$ cat src/rtl/ppr_pkg.sv
// Shared types, constants and helper functions for the palette pixel to RGB565 core.
// No dependencies; every other file in rtl/ imports this package.
package ppr_pkg;

    // Default frame limits handed to the top-level parameters.
    localparam int MAX_WIDTH_DEF  = 4096;
    localparam int MAX_HEIGHT_DEF = 4096;

    // Depth of the command queue between front and back, and of the output buffer.
    localparam int CMD_DEPTH = 4;
    localparam int OUT_DEPTH = 4;

    // Configuration port.
    localparam int CFG_IDX_W  = 3;
    localparam int CFG_DATA_W = 13;

    localparam logic [CFG_IDX_W-1:0] REG_PIXEL_FORMAT = 3'd0;
    localparam logic [CFG_IDX_W-1:0] REG_RED_FIRST    = 3'd1;
    localparam logic [CFG_IDX_W-1:0] REG_GRAY_RAMP    = 3'd2;
    localparam logic [CFG_IDX_W-1:0] REG_ROW_WIDTH    = 3'd3;
    localparam logic [CFG_IDX_W-1:0] REG_ROW_COUNT    = 3'd4;

    localparam logic [CFG_DATA_W-1:0] ROW_WIDTH_RST = 13'd800;
    localparam logic [CFG_DATA_W-1:0] ROW_COUNT_RST = 13'd480;

    // Pixel format codes.
    localparam logic [2:0] FMT_1BPP  = 3'd0;
    localparam logic [2:0] FMT_2BPP  = 3'd1;
    localparam logic [2:0] FMT_4BPP  = 3'd2;
    localparam logic [2:0] FMT_8BPP  = 3'd3;
    localparam logic [2:0] FMT_24BPP = 3'd4;
    localparam logic [2:0] FMT_32BPP = 3'd5;

    // Input word kinds.
    localparam logic ACT_PALETTE = 1'b0;
    localparam logic ACT_DATA    = 1'b1;

    // Command codes carried through the queue.
    localparam logic [1:0] CMD_PAL    = 2'd0;
    localparam logic [1:0] CMD_PACKED = 2'd1;
    localparam logic [1:0] CMD_TRUE   = 2'd2;

    // Input word layout inside s_tdata.
    localparam int IN_DATA_W = 40;

    typedef struct packed {
        logic [2:0]            pixel_format;
        logic                  red_first;
        logic                  gray_ramp;
        logic [CFG_DATA_W-1:0] row_width;
        logic [CFG_DATA_W-1:0] row_count;
    } ppr_cfg_t;

    // One queued command. For a palette write, data holds bytes 2..0 of the entry;
    // for a packed byte, data[7:0] holds the raster byte; for a truecolour pixel,
    // data holds byte 2, byte 1 (green) and byte 0 from the top down.
    typedef struct packed {
        logic [1:0]  cmd;
        logic [7:0]  idx;
        logic [23:0] data;
    } ppr_cmd_t;

    // One result word as held in the output buffer.
    typedef struct packed {
        logic [15:0] pixel;
        logic        last;
        logic        row_end;
        logic        frame_end;
    } ppr_pix_t;

    // Pack three 8-bit channels into RGB565.
    function automatic logic [15:0] pack565(input logic [7:0] r, input logic [7:0] g,
                                            input logic [7:0] b);
        pack565 = {r[7:3], g[7:2], b[7:3]};
    endfunction

    // Gray level for an index: index * (255 / (2^bpp - 1)), which is bit replication.
    function automatic logic [7:0] gray_level(input logic [7:0] idx, input logic [1:0] fmt);
        logic [7:0] lvl;
        case (fmt)
            2'd0:    lvl = {8{idx[0]}};
            2'd1:    lvl = {4{idx[1:0]}};
            2'd2:    lvl = {2{idx[3:0]}};
            default: lvl = idx;
        endcase
        gray_level = lvl;
    endfunction

endpackage

$ cat src/rtl/ppr_front.sv
// Front end: accepts input words, gathers truecolour bytes and classifies words into commands.
// Depends on ppr_pkg.
module ppr_front
    import ppr_pkg::*;
(
    input  logic                 aclk,
    input  logic                 aresetn,
    input  logic                 s_tvalid,
    output logic                 s_tready,
    // s_tdata fields from bit 0 up: data_byte[7:0], entry_index[15:8], entry_first[23:16],
    // entry_middle[31:24], entry_last[39:32]
    input  logic [IN_DATA_W-1:0] s_tdata,
    // s_tuser fields from bit 0 up: action
    input  logic                 s_tuser,
    input  logic [2:0]           pixel_format,
    input  logic                 q_full,
    output logic                 q_push,
    output ppr_cmd_t             q_cmd
);

    logic [1:0]  comp_idx_reg, comp_idx_next;
    logic [15:0] held_reg, held_next;
    logic        accept;
    logic [1:0]  ci;
    logic [7:0]  byte_in;

    assign s_tready = !q_full;
    assign accept   = s_tvalid && s_tready;
    assign byte_in  = s_tdata[7:0];

    // Classify the word and advance the truecolour gather state.
    always_comb begin
        comp_idx_next = comp_idx_reg;
        held_next     = held_reg;
        q_push        = 1'b0;
        q_cmd.cmd     = CMD_PAL;
        q_cmd.idx     = s_tdata[15:8];
        q_cmd.data    = s_tdata[39:16];
        ci            = comp_idx_reg;
        if (pixel_format == FMT_24BPP && comp_idx_reg == 2'd3) begin
            ci = 2'd0;
        end
        if (accept) begin
            if (s_tuser == ACT_PALETTE) begin
                q_push = 1'b1;
            end else if (pixel_format inside {[FMT_1BPP:FMT_8BPP]}) begin
                comp_idx_next = 2'd0;
                q_push        = 1'b1;
                q_cmd.cmd     = CMD_PACKED;
                q_cmd.data    = {16'd0, byte_in};
            end else if (pixel_format inside {FMT_24BPP, FMT_32BPP}) begin
                case (ci)
                    2'd0: begin
                        held_next     = {8'd0, byte_in};
                        comp_idx_next = 2'd1;
                    end
                    2'd1: begin
                        held_next     = {byte_in, held_reg[7:0]};
                        comp_idx_next = 2'd2;
                    end
                    2'd2: begin
                        q_push        = 1'b1;
                        q_cmd.cmd     = CMD_TRUE;
                        q_cmd.data    = {byte_in, held_reg};
                        comp_idx_next = (pixel_format == FMT_32BPP) ? 2'd3 : 2'd0;
                    end
                    default: begin
                        comp_idx_next = 2'd0;
                    end
                endcase
            end
        end
    end

    // Gather state registers.
    always_ff @(posedge aclk) begin
        if (!aresetn) begin
            comp_idx_reg <= 2'd0;
            held_reg     <= 16'd0;
        end else begin
            comp_idx_reg <= comp_idx_next;
            held_reg     <= held_next;
        end
    end

endmodule

$ cat config.mk
export PLATFORM = sky130hd
export DESIGN_NAME = ppr_front
export DESIGN_NICKNAME = d
export VERILOG_FILES = /design/src/rtl/ppr_pkg.sv /design/src/rtl/ppr_front.sv
export SDC_FILE = /design/constraint.sdc
export NUM_CORES = 1
export LEC_CHECK = 0
export BUFFER_PORTS_ARGS = -buffer_cell sky130_fd_sc_hd__buf_2
export CORE_ASPECT_RATIO = 1.75
export CORE_UTILIZATION = 49
export DETAILED_ROUTE_END_ITERATION = 7
export HOLD_SLACK_MARGIN = 0.08
export PLACE_DENSITY = 0.88
export SKIP_CTS_REPAIR_TIMING = 1
export SYNTH_ARGS = -nofsm -noshare
export SYNTH_HDL_FRONTEND = slang
export SYNTH_SLANG_ARGS = --single-unit
$ cat constraint.sdc
create_clock -name aclk -period 4.9 [get_ports aclk]
set_input_delay 0.98 -clock aclk [delete_from_list [all_inputs] [get_ports aclk]]
set_output_delay 0.98 -clock aclk [all_outputs]
set_load 0.1 [all_outputs]
==> reports/metrics.yaml <==
timing:
  fin_crit_sh: 0.7443
  finClkSkew_ns: 0.004582
  setup_tns_ns: 0
  holdWs_ns: 0.4650
  maxSlewViolCount: 0
  rsz0062_at_grt: "no"
  hold_viol_final: 0
  setup_viol: 0
  max_freq_mhz: 274.2
  slew_headroom: 0.4424
  period_minus_slack_ns: 3.647
  tightest_slew_ns: 0.8364
finish:
  n_antenna_cell: 0
  fill_cells: 291
  fin_nets: 317
  multi_input_area_um2: 1037
  seqCellArea_um2: 360.3
  syn2layout_area_growth_pct: 19.60
  drive_gt1_frac: 0.2948
  layout.cells.non_filler: 310
  largest_register_ffs: 16
clock_network:
  cts_made_buffers: 3
  insertion_delay_ns: 0.26
  cts_sinks: 18
  tritoncts: "yes"
  clockBufferDepth: 2
  root_buffer: "clkbuf_8"
  path_clk_slew_ns: 0.07
  htree_levels: 1
setup_path:
  timing.reg2reg.setup_slack_ns: 3.40
  worst_setup_path_start_kind: "input port"
  crit_fanout: 16
  worstPathRequired_ns: 3.92
  worstPathArrival_ns: 2.67
  crit_path_end_kind: "primary output"
  path_class: "input port to primary output"
route:
  first_pass_iters: 5
  wirelength_mm: 4.467
  drtAntennaViolNets: 0
  wl_per_cell_um: 14.41
  drtIter0Drc: 86
  num_vias: 1833
  via_per_inst: 5.913
  drc_errors: 0
synth:
  yosysMostFrequentCell: "nand2_1"
  synthArstFlopShare: 0
  synth_top_area_frac: 0.2286
  synth_flop_cell: "dfxtp_1"
  yosys_warnings: 0
  synth_nets: 272
  synth-seq-cells: 18
  synth_edf_count: 0
  seq_area_frac_synth: 0.2286
  avgSynthCellArea_um2: 7.038
  yosys.area.top_type: "dfxtp_1"
  synth_area_um2: 1577
  synth_cell_types: 29
  synth_area_leaders: "dfxtp_1 (23%), nand3_1 (13%), nand2_1 (12%)"
  synthCells: 224
  ys_top_cells_by_count: "nand2_1 (51), nand3_1 (41), nand4_1 (24), dfxtp_1 (18), mux2i_1 (17)"
placement:
  io_buffers: 67
  gp_congestion: 0.8670
  hpwl_mm: 3.175
  dp.cells: 306
floorplanning:
  die_width_um: 44.88
  core_area_um2: 2993
  ios: 84
  rows: 26
  initial_utilization: 0.5268
  die-area_um2: 3457
  die_y_um: 77.04
grt:
  grt_start_max_net_pins: 32
  overflow: 0
  grt_pass1_vias: 1568
  grt_antenna_before_repair: 0
  grt_usage: 0.2617
  grt_pass1_wl_mm: 6.934
job:
  max_cap_viol_count: 0
outcome:
  run_status: "finished clean"
min_path:
  holdCritPathClass: "flop to flop"
pwr:
  p_per_area_nw_per_um2: 258.0
  leakagePower_nw: 0.9250
  ir_drop_v: 0.0001766
==> logic make-up (layout without fill, tap and decap cells) <==
kind of cell	Yosys count	after routing	share of synthesized area
flip-flops	18	18	0.2286
AND/OR/NAND/NOR	140	140	0.4571
buffers and inverters	34	78	0.1135
multiplexers	17	17	0.1079
AO/OA/AOI/OAI	15	15	0.09286
==> layout make-up <==
class | instances | share of cell area
timing repair buffer | 72 | 0.1977
clock buffer | 4 | 0.02920
inverter | 2 | 0.003981
sequential | 18 | 0.1911
tap | 42 | 0.02787
multi-input combinational | 172 | 0.5501
==> placed cells by master (no fill, tap or decap), drive strengths merged <==
master,count
or3b,1
nor2,1
o211ai,2
nand2,51
nand3,41
and3,1
o2bb2ai,2
inv,2
a211oi,1
o2111ai,1
a21boi,1
nand4,24
nor3,1
mux2i,17
a222oi,8
clkbuf,4
and3b,3
buf,72
nand3b,2
nor4bb,2
and2b,1
nand2b,1
nor2b,2
and2,8
nor3b,1
dfxtp,18
==> worst max-delay path, cell delays in order <==
cell     delay, ns
buf_2         0.13
nor3b_2       0.55
buf_4         0.33
nand4_1       0.15
nand3_1       0.11
buf_2         0.42
==> metrics by stage <==
step	worst slack (ns)	cell area, µm²	utilization	power, mW
after CTS	1.273	1886	0.6300	0.4860
after global routing	1.160	1886	0.6300	0.5022
after global placement	1.272	1831	0.6116	0.3624
final	1.253	1886	0.6300	0.4864
after detailed placement	1.251	1831	0.6116	0.3650
after floorplan	0.1482	1577	-	0.3514
==> routing by layer <==
layer	vias up	GRT usage	wire length [µm]
met1	862	0.2994	1727
met2	77	0.4647	2440
met5	-	0	0
met3	2	0.02353	262
met4	0	0.1152	36
li1	892	-	-
==> power by group <==
group | internal (mW) | total, mW | switching [mW]
registers | 0.147 | 0.148 | 0.000967
clock network | 0.0714 | 0.124 | 0.0526
logic | 0.0421 | 0.214 | 0.172
==> path summary, 6_finish.rpt <==
check | start | end | depth (start not counted)
max reg2reg | comp_idx_reg[0] | held_reg[5] | 3
min | held_reg[4] | held_reg[4] | 2
max | pixel_format[1] | q_cmd[10] | 6
min reg2reg | held_reg[4] | held_reg[4] | 2
Power figures use the tool's default switching activity.
