==> src/rtl/ppr_pkg.sv <==
// Shared types, constants and helper functions for the palette pixel to RGB565 core.
// No dependencies; every other file in rtl/ imports this package.
package ppr_pkg;

    // Default frame limits handed to the top-level parameters.
    localparam int MAX_WIDTH_DEF  = 4096;
    localparam int MAX_HEIGHT_DEF = 4096;

    // Depth of the command queue between front and back, and of the output buffer.
    localparam int CMD_DEPTH = 4;
    localparam int OUT_DEPTH = 4;

    // Configuration port.
    localparam int CFG_IDX_W  = 3;
    localparam int CFG_DATA_W = 13;

    localparam logic [CFG_IDX_W-1:0] REG_PIXEL_FORMAT = 3'd0;
    localparam logic [CFG_IDX_W-1:0] REG_RED_FIRST    = 3'd1;
    localparam logic [CFG_IDX_W-1:0] REG_GRAY_RAMP    = 3'd2;
    localparam logic [CFG_IDX_W-1:0] REG_ROW_WIDTH    = 3'd3;
    localparam logic [CFG_IDX_W-1:0] REG_ROW_COUNT    = 3'd4;

    localparam logic [CFG_DATA_W-1:0] ROW_WIDTH_RST = 13'd800;
    localparam logic [CFG_DATA_W-1:0] ROW_COUNT_RST = 13'd480;

    // Pixel format codes.
    localparam logic [2:0] FMT_1BPP  = 3'd0;
    localparam logic [2:0] FMT_2BPP  = 3'd1;
    localparam logic [2:0] FMT_4BPP  = 3'd2;
    localparam logic [2:0] FMT_8BPP  = 3'd3;
    localparam logic [2:0] FMT_24BPP = 3'd4;
    localparam logic [2:0] FMT_32BPP = 3'd5;

    // Input word kinds.
    localparam logic ACT_PALETTE = 1'b0;
    localparam logic ACT_DATA    = 1'b1;

    // Command codes carried through the queue.
    localparam logic [1:0] CMD_PAL    = 2'd0;
    localparam logic [1:0] CMD_PACKED = 2'd1;
    localparam logic [1:0] CMD_TRUE   = 2'd2;

    // Input word layout inside s_tdata.
    localparam int IN_DATA_W = 40;

    typedef struct packed {
        logic [2:0]            pixel_format;
        logic                  red_first;
        logic                  gray_ramp;
        logic [CFG_DATA_W-1:0] row_width;
        logic [CFG_DATA_W-1:0] row_count;
    } ppr_cfg_t;

    // One queued command. For a palette write, data holds bytes 2..0 of the entry;
    // for a packed byte, data[7:0] holds the raster byte; for a truecolour pixel,
    // data holds byte 2, byte 1 (green) and byte 0 from the top down.
    typedef struct packed {
        logic [1:0]  cmd;
        logic [7:0]  idx;
        logic [23:0] data;
    } ppr_cmd_t;

    // One result word as held in the output buffer.
    typedef struct packed {
        logic [15:0] pixel;
        logic        last;
        logic        row_end;
        logic        frame_end;
    } ppr_pix_t;

    // Pack three 8-bit channels into RGB565.
    function automatic logic [15:0] pack565(input logic [7:0] r, input logic [7:0] g,
                                            input logic [7:0] b);
        pack565 = {r[7:3], g[7:2], b[7:3]};
    endfunction

    // Gray level for an index: index * (255 / (2^bpp - 1)), which is bit replication.
    function automatic logic [7:0] gray_level(input logic [7:0] idx, input logic [1:0] fmt);
        logic [7:0] lvl;
        case (fmt)
            2'd0:    lvl = {8{idx[0]}};
            2'd1:    lvl = {4{idx[1:0]}};
            2'd2:    lvl = {2{idx[3:0]}};
            default: lvl = idx;
        endcase
        gray_level = lvl;
    endfunction

endpackage

==> src/rtl/ppr_queue.sv <==
// Short command queue that decouples the front end from the back end.
// Depends on ppr_pkg for the command type and depth.
module ppr_queue
    import ppr_pkg::*;
(
    input  logic     aclk,
    input  logic     aresetn,
    input  logic     push,
    input  ppr_cmd_t push_cmd,
    output logic     full,
    input  logic     pop,
    output ppr_cmd_t head,
    output logic     head_valid
);

    localparam int PW = $clog2(CMD_DEPTH);
    localparam int CW = $clog2(CMD_DEPTH + 1);

    ppr_cmd_t        entry_reg [CMD_DEPTH];
    logic [PW-1:0]   wr_ptr_reg, wr_ptr_next;
    logic [PW-1:0]   rd_ptr_reg, rd_ptr_next;
    logic [CW-1:0]   count_reg, count_next;
    logic            do_push, do_pop;

    assign full       = (count_reg == CW'(CMD_DEPTH));
    assign head_valid = (count_reg != '0);
    assign head       = entry_reg[rd_ptr_reg];
    assign do_push    = push && !full;
    assign do_pop     = pop && head_valid;

    // Pointer and fill-count update.
    always_comb begin
        wr_ptr_next = wr_ptr_reg;
        rd_ptr_next = rd_ptr_reg;
        count_next  = count_reg;
        if (do_push) begin
            wr_ptr_next = (wr_ptr_reg == PW'(CMD_DEPTH - 1)) ? '0 : wr_ptr_reg + PW'(1);
        end
        if (do_pop) begin
            rd_ptr_next = (rd_ptr_reg == PW'(CMD_DEPTH - 1)) ? '0 : rd_ptr_reg + PW'(1);
        end
        if (do_push && !do_pop) begin
            count_next = count_reg + CW'(1);
        end else if (!do_push && do_pop) begin
            count_next = count_reg - CW'(1);
        end
    end

    always_ff @(posedge aclk) begin
        if (!aresetn) begin
            wr_ptr_reg <= '0;
            rd_ptr_reg <= '0;
            count_reg  <= '0;
        end else begin
            wr_ptr_reg <= wr_ptr_next;
            rd_ptr_reg <= rd_ptr_next;
            count_reg  <= count_next;
        end
    end

    // Storage needs no reset.
    always_ff @(posedge aclk) begin
        if (do_push) begin
            entry_reg[wr_ptr_reg] <= push_cmd;
        end
    end

endmodule

==> config.mk <==
export PLATFORM = sky130hd
export DESIGN_NAME = ppr_queue
export DESIGN_NICKNAME = d
export VERILOG_FILES = /design/src/rtl/ppr_pkg.sv /design/src/rtl/ppr_queue.sv
export SDC_FILE = /design/constraint.sdc
export NUM_CORES = 1
export LEC_CHECK = 0
export ABC_AREA = 1
export ABC_CLOCK_PERIOD_IN_PS = 5600
export BUFFER_PORTS_ARGS = -buffer_cell sky130_fd_sc_hd__buf_2
export CAP_MARGIN = 40
export CORE_ASPECT_RATIO = 1.2
export CORE_UTILIZATION = 57
export DETAILED_ROUTE_END_ITERATION = 16
export PLACE_DENSITY = 0.79
export SETUP_SLACK_MARGIN = 0.3
export SYNTH_ARGS = -nofsm -noshare
export SYNTH_HDL_FRONTEND = slang
export SYNTH_SLANG_ARGS = --single-unit
==> constraint.sdc <==
create_clock -name aclk -period 5.6 [get_ports aclk]
set_input_delay 0.84 -clock aclk [delete_from_list [all_inputs] [get_ports aclk]]
set_output_delay 0.84 -clock aclk [all_outputs]
set_load 0.01 [all_outputs]
==> reports/qor.yml, run 1 <==
status:
  status: "complete, no violations"
synthesis:
  yosysMostFrequentCell: "edfxtp_1"
  avgSynthCellArea_um2: 14.35
  synth_compound_area_share_pct: 12.16
  synth_top_area_share_pct: 71.13
  synth-edff-count: 136
  yosys_most_used_dff: "edfxtp_1"
  synth-simple-area-share_pct: 7.736
  synth_area_leaders: "edfxtp_1 71%, o21ai_0 5.7%, o22ai_2 4.4%"
  synthAdderAreaFrac_pct: 1.656
  synth-seq-cells: 145
  synth_top_family_by_area: "compound AO/OA/AOI/OAI gates"
  muxShareOfSynthArea_pct: 0
  seq_area_frac_synth_pct: 74.26
  synthesis.area_mm2: 0.005742
  post-synth-top-area-cell: "edfxtp_1"
  synthTopCellsByCount: "136 x edfxtp_1, 65 x nor2_1, 65 x o21ai_0"
  ys_types: 23
  yosysWarnings: 0
  syn-num-nets: 445
  yosys.area_share.xor_xnor_pct: 0
  synthCells: 400
  async_flop_share_pct: 0
critical_path:
  critPathTopFamily: "flip-flops"
  crit_arrival_ns: 2.15
  crit_fanout: 40
  max_stage_delay_ns: 0.68
  path_buf_inv: 2
  slowest_stage: "dfxtp_2"
  startpoint_type: "flop"
  cp-end-kind: "primary output"
  crit_type: "reg -> out"
  path_cells: "buf_4, o21ai_0, o22ai_1, buf_2"
  required_ns: 4.76
placement:
  hpwl_um: 6520
  gp_congestion: 0.7053
  port_buffers: 73
  dp_cells: 581
  dpl-instance-area_mm2: 0.006242
pwr:
  leakage_uw: 0.002481
  finalPower_uw: 3429
  p_per_area_mw_per_mm2: 499.8
  worst_ir_drop_vdd_uv: 326.7
timing:
  fin_crit_sh_pct: 53.40
  hold_viol: 0
  worst_pin_slew_ns: 0.6768
  slew_viol_final: 0
  setup_viol: 0
  fin_tns_setup_ns: 0
  max_freq_mhz: 334.4
  slew_headroom_pct: 54.77
  fin_worst_skew_ns: 0.005992
  rsz0062_at_grt: "no"
  post-route-min-period_ns: 2.990
global_route:
  grt_pass1_vias: 3554
  grt_util_all_layers_pct: 21.97
  grt_pass1_wl_um: 16970
  grt.overflow.total: 0
  grt_max_degree: 69
  antenna_found_initial: 0
job:
  max_cap_violations: 0
clocking:
  clockBufferDepth: 2
  cts_setup_buffers: 0
  cts.sinks: 145
  clk_latency_ns: 0.41
  hold_buffers: 0
  ctsRootBufferMaster: "clkbuf_16"
  cts_resized: 0
  cts_tree: "done"
  cts_buffers: 17
  clk_pin_slew_ns: 0.06
  htreeDepth: 4
detailed_routing:
  vias: 3467
  drt-total-wl_um: 10780
  drcViolationCount: 0
  ant_nets: 0
  drt_pre_antenna_iters: 4
  wl_per_cell_um: 17.59
  drtIter0Drc: 299
  vias_per_cell: 5.656
cells_and_area:
  largest_reg_flops: 136
  post-route-util_pct: 71.00
  fin_nets: 522
  area_delta_synth_final_pct: 19.48
  seqCellArea_mm2: 0.004265
  postLayoutCellArea_mm2: 0.006860
  fillers: 649
  stdcell_count: 613
  drive_above_1_share_pct: 31.63
  antenna_cells: 0
  multi_input_area_mm2: 0.001267
die:
  start_util_pct: 59.43
  pin_count: 74
  core_region_area_mm2: 0.009662
  die_x_um: 93.62
  die_h_um: 111.9
  rows: 39
  die_area_mm2: 0.01048
worst_hold_path:
  hold_class: "reg -> reg"
layout by cell type, fill, tap and decap left out, types with 5 or more instances in the layout:
cell         n
edfxtp_1   136
buf_2       73
o21ai_0     65
nor2_1      61
nor2_2      20
o22ai_2     20
clkbuf_16   17
inv_1       16
nand2_1     15
o22ai_1     14
dfxtp_1      8
ha_1         6
o21ai_1      5
worst reg2reg max path, cell delays in order, from the launching register on:
cell and delay (ns):
dfxtp_1 0.34, nor2_1 0.16, nand2_1 0.13, nand2_1 0.38, inv_1 0.14, ha_1 0.24
inv_1 0.09, fa_1 0.42, o21ai_0 0.18, nor2_1 0.06
area by class of cell:
type | instances | share of cell area (%)
Tap cell | 123 | 2.243
Sequential cell | 145 | 62.17
Inverter | 18 | 1.058
Clock buffer | 18 | 6.256
Multi-Input combinational cell | 216 | 18.48
Timing Repair Buffer | 79 | 7.040
Clock inverter | 14 | 2.754
routing by layer:
metal | up-vias | GRT usage [%] | wire (um)
li1 | 1628 | - | -
met1 | 1706 | 25.86 | 4173
met2 | 113 | 37.30 | 5770
met3 | 20 | 5.738 | 583
met4 | 0 | 10.56 | 255
met5 | - | 0 | 0
final timing paths:
path,start,endpoint,slack [ns],cells after the start
worst max-delay path,flop,head[33],2.61,4
worst min-delay path,wr_ptr_reg[1]$_SDFFE_PN0P_,wr_ptr_reg[1]$_SDFFE_PN0P_,0.54,2
worst max register to register,count_reg[1]$_SDFFE_PN0P_,count_reg[1]$_SDFFE_PN0P_,3.38,9
worst min register to register,wr_ptr_reg[1]$_SDFFE_PN0P_,wr_ptr_reg[1]$_SDFFE_PN0P_,0.54,2
through the flow:
step	hold WS (ns)	worst slack [ns]
after floorplan	0.4801	2.753
after global placement	0.4923	3.076
after detailed placement	0.5162	3.035
after CTS	0.5343	2.567
after global routing	0.5720	2.479
final	0.5369	2.610
logic make-up after synthesis:
logic type,after synthesis
adders and majority gates,7
DFF,145
AOI/OAI and AO/OA,106
and+or+nand+nor,103
buffers and inverters,39
power by group:
part | switching (uW) | internal, uW
logic | 571 | 318
clock network | 415 | 743
registers | 56.7 | 1320
No activity file was read; power rests on OpenSTA's default activity.
==> run 2: changes to the inputs <==
--- a/config.mk
+++ b/config.mk
@@ -6,13 +6,13 @@
 export NUM_CORES = 1
 export LEC_CHECK = 0
 export ABC_AREA = 1
-export ABC_CLOCK_PERIOD_IN_PS = 5600
+export ABC_CLOCK_PERIOD_IN_PS = 2750
 export BUFFER_PORTS_ARGS = -buffer_cell sky130_fd_sc_hd__buf_2
 export CAP_MARGIN = 40
 export CORE_ASPECT_RATIO = 1.2
-export CORE_UTILIZATION = 57
+export CORE_UTILIZATION = 52
 export DETAILED_ROUTE_END_ITERATION = 16
-export PLACE_DENSITY = 0.79
+export PLACE_DENSITY = 0.76
 export SETUP_SLACK_MARGIN = 0.3
 export SYNTH_ARGS = -nofsm -noshare
 export SYNTH_HDL_FRONTEND = slang
==> constraint.sdc (replaced) <==
create_clock -name aclk -period 2.75 [get_ports aclk]
set_input_delay 0.4125 -clock aclk [delete_from_list [all_inputs] [get_ports aclk]]
set_output_delay 0.4125 -clock aclk [all_outputs]
set_load 0.01 [all_outputs]
==> run 2 against run 1 <==
  * The run now ends with design-rule violations left
  * Critical path depth did not move
  * Clock power rose by 71%
  * Total power rose by 93%
  * Design area fell by 2.1%
  * Sequential share of layout area increased by 1.4 points
  * Routed wire length up 0.90%
  * Register-to-register slack worse by 2.8 ns
  * Clock skew rose by 0.00093 ns
  * Sequential power is 110% higher
==> reports/qor.yml, run 2 (same netlist as run 1, synthesis figures left out) <==
pwr:
  p_per_area_mw_per_mm2: 983.1  # +97%
  power.net_switching_uw: 2045  # +96%
  power.internal_uw: 4556  # +91%
  p_seq_share_pct: 43.1  # +2.8 points
  netSwitchingFraction_pct: 30.98  # +0.56 points
  worst_ir_drop_vdd_uv: 717.7  # +120%
  pwr-share-comb_pct: 26.9  # +1.0 points
  leakage_uw: 0.002435  # -1.8%
  p_clk_share_pct: 30.1  # -3.7 points
clocking:
  clockBufferDepth: 2  # unchanged
  htreeDepth: 4  # unchanged
  cts.sinks: 145  # unchanged
  cts_buffers: 17  # unchanged
  hold_buffers: 0  # unchanged
  ctsRootBufferMaster: "clkbuf_16"
  cts_tree: "done"
  clk_latency_ns: 0.40  # about the same
  cts_setup_buffers: 0  # unchanged
  clk_pin_slew_ns: 0.05  # about the same
timing:
  max_freq_mhz: 444.9
  fin_tns_setup_ns: 0  # unchanged
  setup_viol: 0  # unchanged
  slew_headroom_pct: 63.42  # +8.6 points
  fin_worst_skew_ns: 0.006926  # +0.0009335 ns
  hold_viol: 0  # unchanged
  worst_pin_slew_ns: 0.5487  # -0.1281 ns
  fin_crit_sh_pct: 81.73
  post-route-min-period_ns: 2.248
  slew_viol_final: 0  # unchanged
  rsz0062_at_grt: "no"
placement:
  gp_congestion: 0.6969  # -1.2%
  dp_cells: 588  # +1.2%
  hpwl_um: 6432  # -1.4%
  dpl-instance-area_mm2: 0.006197  # -0.72%
  port_buffers: 73  # unchanged
detailed_routing:
  vias: 3375  # -2.7%
  drtIter0Drc: 202  # -32%
  drt_pre_antenna_iters: 11  # +7
  drcViolationCount: 5  # +5
  drt-total-wl_um: 10880  # +0.90%
  vias_per_cell: 5.452  # -3.6%
  ant_nets: 0  # unchanged
  wl_per_cell_um: 17.58  # about the same
critical_path:
  cp-end-kind: "primary output"
  slowest_stage: "dfxtp_2"
  crit_arrival_ns: 1.84  # -0.31 ns
  critPathTopFamily: "flip-flops"
  max_stage_delay_ns: 0.54  # -0.14 ns
  path_buf_inv: 2  # unchanged
  required_ns: 2.34  # -2.42 ns
  startpoint_type: "flop"
  crit_fanout: 19  # -53%
  path_cells: "buf_4, o21ai_0, o22ai_1, buf_2"
  crit_type: "reg -> out"
cells_and_area:
  drive_above_1_share_pct: 30.82  # -0.82 points
  postLayoutCellArea_mm2: 0.006714  # -2.1%
  antenna_cells: 0  # unchanged
  largest_reg_flops: 136  # unchanged
  fillers: 772  # +19%
  stdcell_count: 619  # +0.98%
  multi_input_area_mm2: 0.001267  # unchanged
  fin_nets: 523  # +0.19%
  mostFrequentLayoutCells: "136 x edfxtp_1, 73 x buf_2, 65 x o21ai_0, 61 x nor2_1"
  post-route-util_pct: 63.23  # -7.8 points
  final_common_cell: "edfxtp_1"
  seqCellArea_mm2: 0.004269  # about the same
  area_delta_synth_final_pct: 16.93
die:
  core_region_area_mm2: 0.01062  # +9.9%
  start_util_pct: 54.07  # -5.4 points
  die_x_um: 97.93  # +4.6%
  die_h_um: 117.1  # +4.6%
  pin_count: 74  # unchanged
  rows: 41  # +5.1%
  die_area_mm2: 0.01147  # +9.4%
status:
  violations: "design-rule violations"
  status: "finished, violations left"
global_route:
  grt_util_all_layers_pct: 20.12  # -1.9 points
  antenna_found_initial: 1  # +1
  grt_pass1_wl_um: 16660  # -1.8%
  grt.overflow.total: 0  # unchanged
  grt_max_degree: 69  # unchanged
  grt_pass1_vias: 3332  # -6.2%
worst_hold_path:
  hold_class: "in -> reg"
job:
  max_cap_violations: 0  # unchanged
[run 2: cell count changes in the layout (fill, tap and decap cells not counted), sizes merged]
| cell | change |
|---|---|
| buf | +1 |
| clkinvlp | -4 |
| inv | -1 |
| clkbuf | +3 |
| clkinv | +4 |
| bufinv | -3 |
[run 2: final cells by class]
| cell class | instances | share of cell area, % |
|---|---|---|
| clock inverter | 10 | 1.044 |
| inverter | 18 | 1.118 |
| timing repair buffer | 80 | 6.411 |
| clock buffer | 21 | 6.560 |
| sequential | 145 | 63.59 |
| tap | 129 | 2.404 |
| multi-input combinational | 216 | 18.88 |
[run 2: per-layer routing]
metal	global-route usage, %	vias up	wire, um
met2	36.38	104	5825
met1	22.96	1639	4281
met4	6.667	2	61
met5	0	-	13
met3	6.116	6	698
li1	-	1624	-
[run 2: path summary, 6_finish.rpt]
check / from / cells past startpoint / slack (ns) / endpoint
setup / recovery: flop / 4 / 0.50 / head[28]
hold / removal: push_cmd[5] / 1 / 0.22 / entry_reg[0][5]$_DFFE_PP_
setup reg to reg: count_reg[1]$_SDFFE_PN0P_ / 9 / 0.62 / count_reg[1]$_SDFFE_PN0P_
hold reg to reg: count_reg[0]$_SDFFE_PN0P_ / 2 / 0.51 / count_reg[0]$_SDFFE_PN0P_
[run 2: power by group through the flow]
stage	Sequential (uW)	Clock [uW]	Combinational (uW)
2_1_floorplan	2820	0	1270
3_3_place_gp	2870	0	1730
3_5_place_dp	2880	0	1790
4_1_cts	2840	2010	1800
5_1_grt	2870	2110	1960
6_report	2840	1980	1770
[run 2: per-stage QoR]
stage,hold WS [ns],power [uW],setup WS (ns)
final,0.2202,6601,0.5023
after floorplan,0.4801,4088,0.2102
after global placement,0.4902,4594,0.6942
after CTS,0.2055,6650,0.3430
after detailed placement,0.5050,4675,0.6094
after global routing,0.2084,6940,0.3857
[run 2: timing repair]
action | 4_1_cts | 5_1_grt
hold endpoints to repair | 0 | 0
gates resized for setup | 1 | 3
endpoints found under the setup margin | 33 | 6
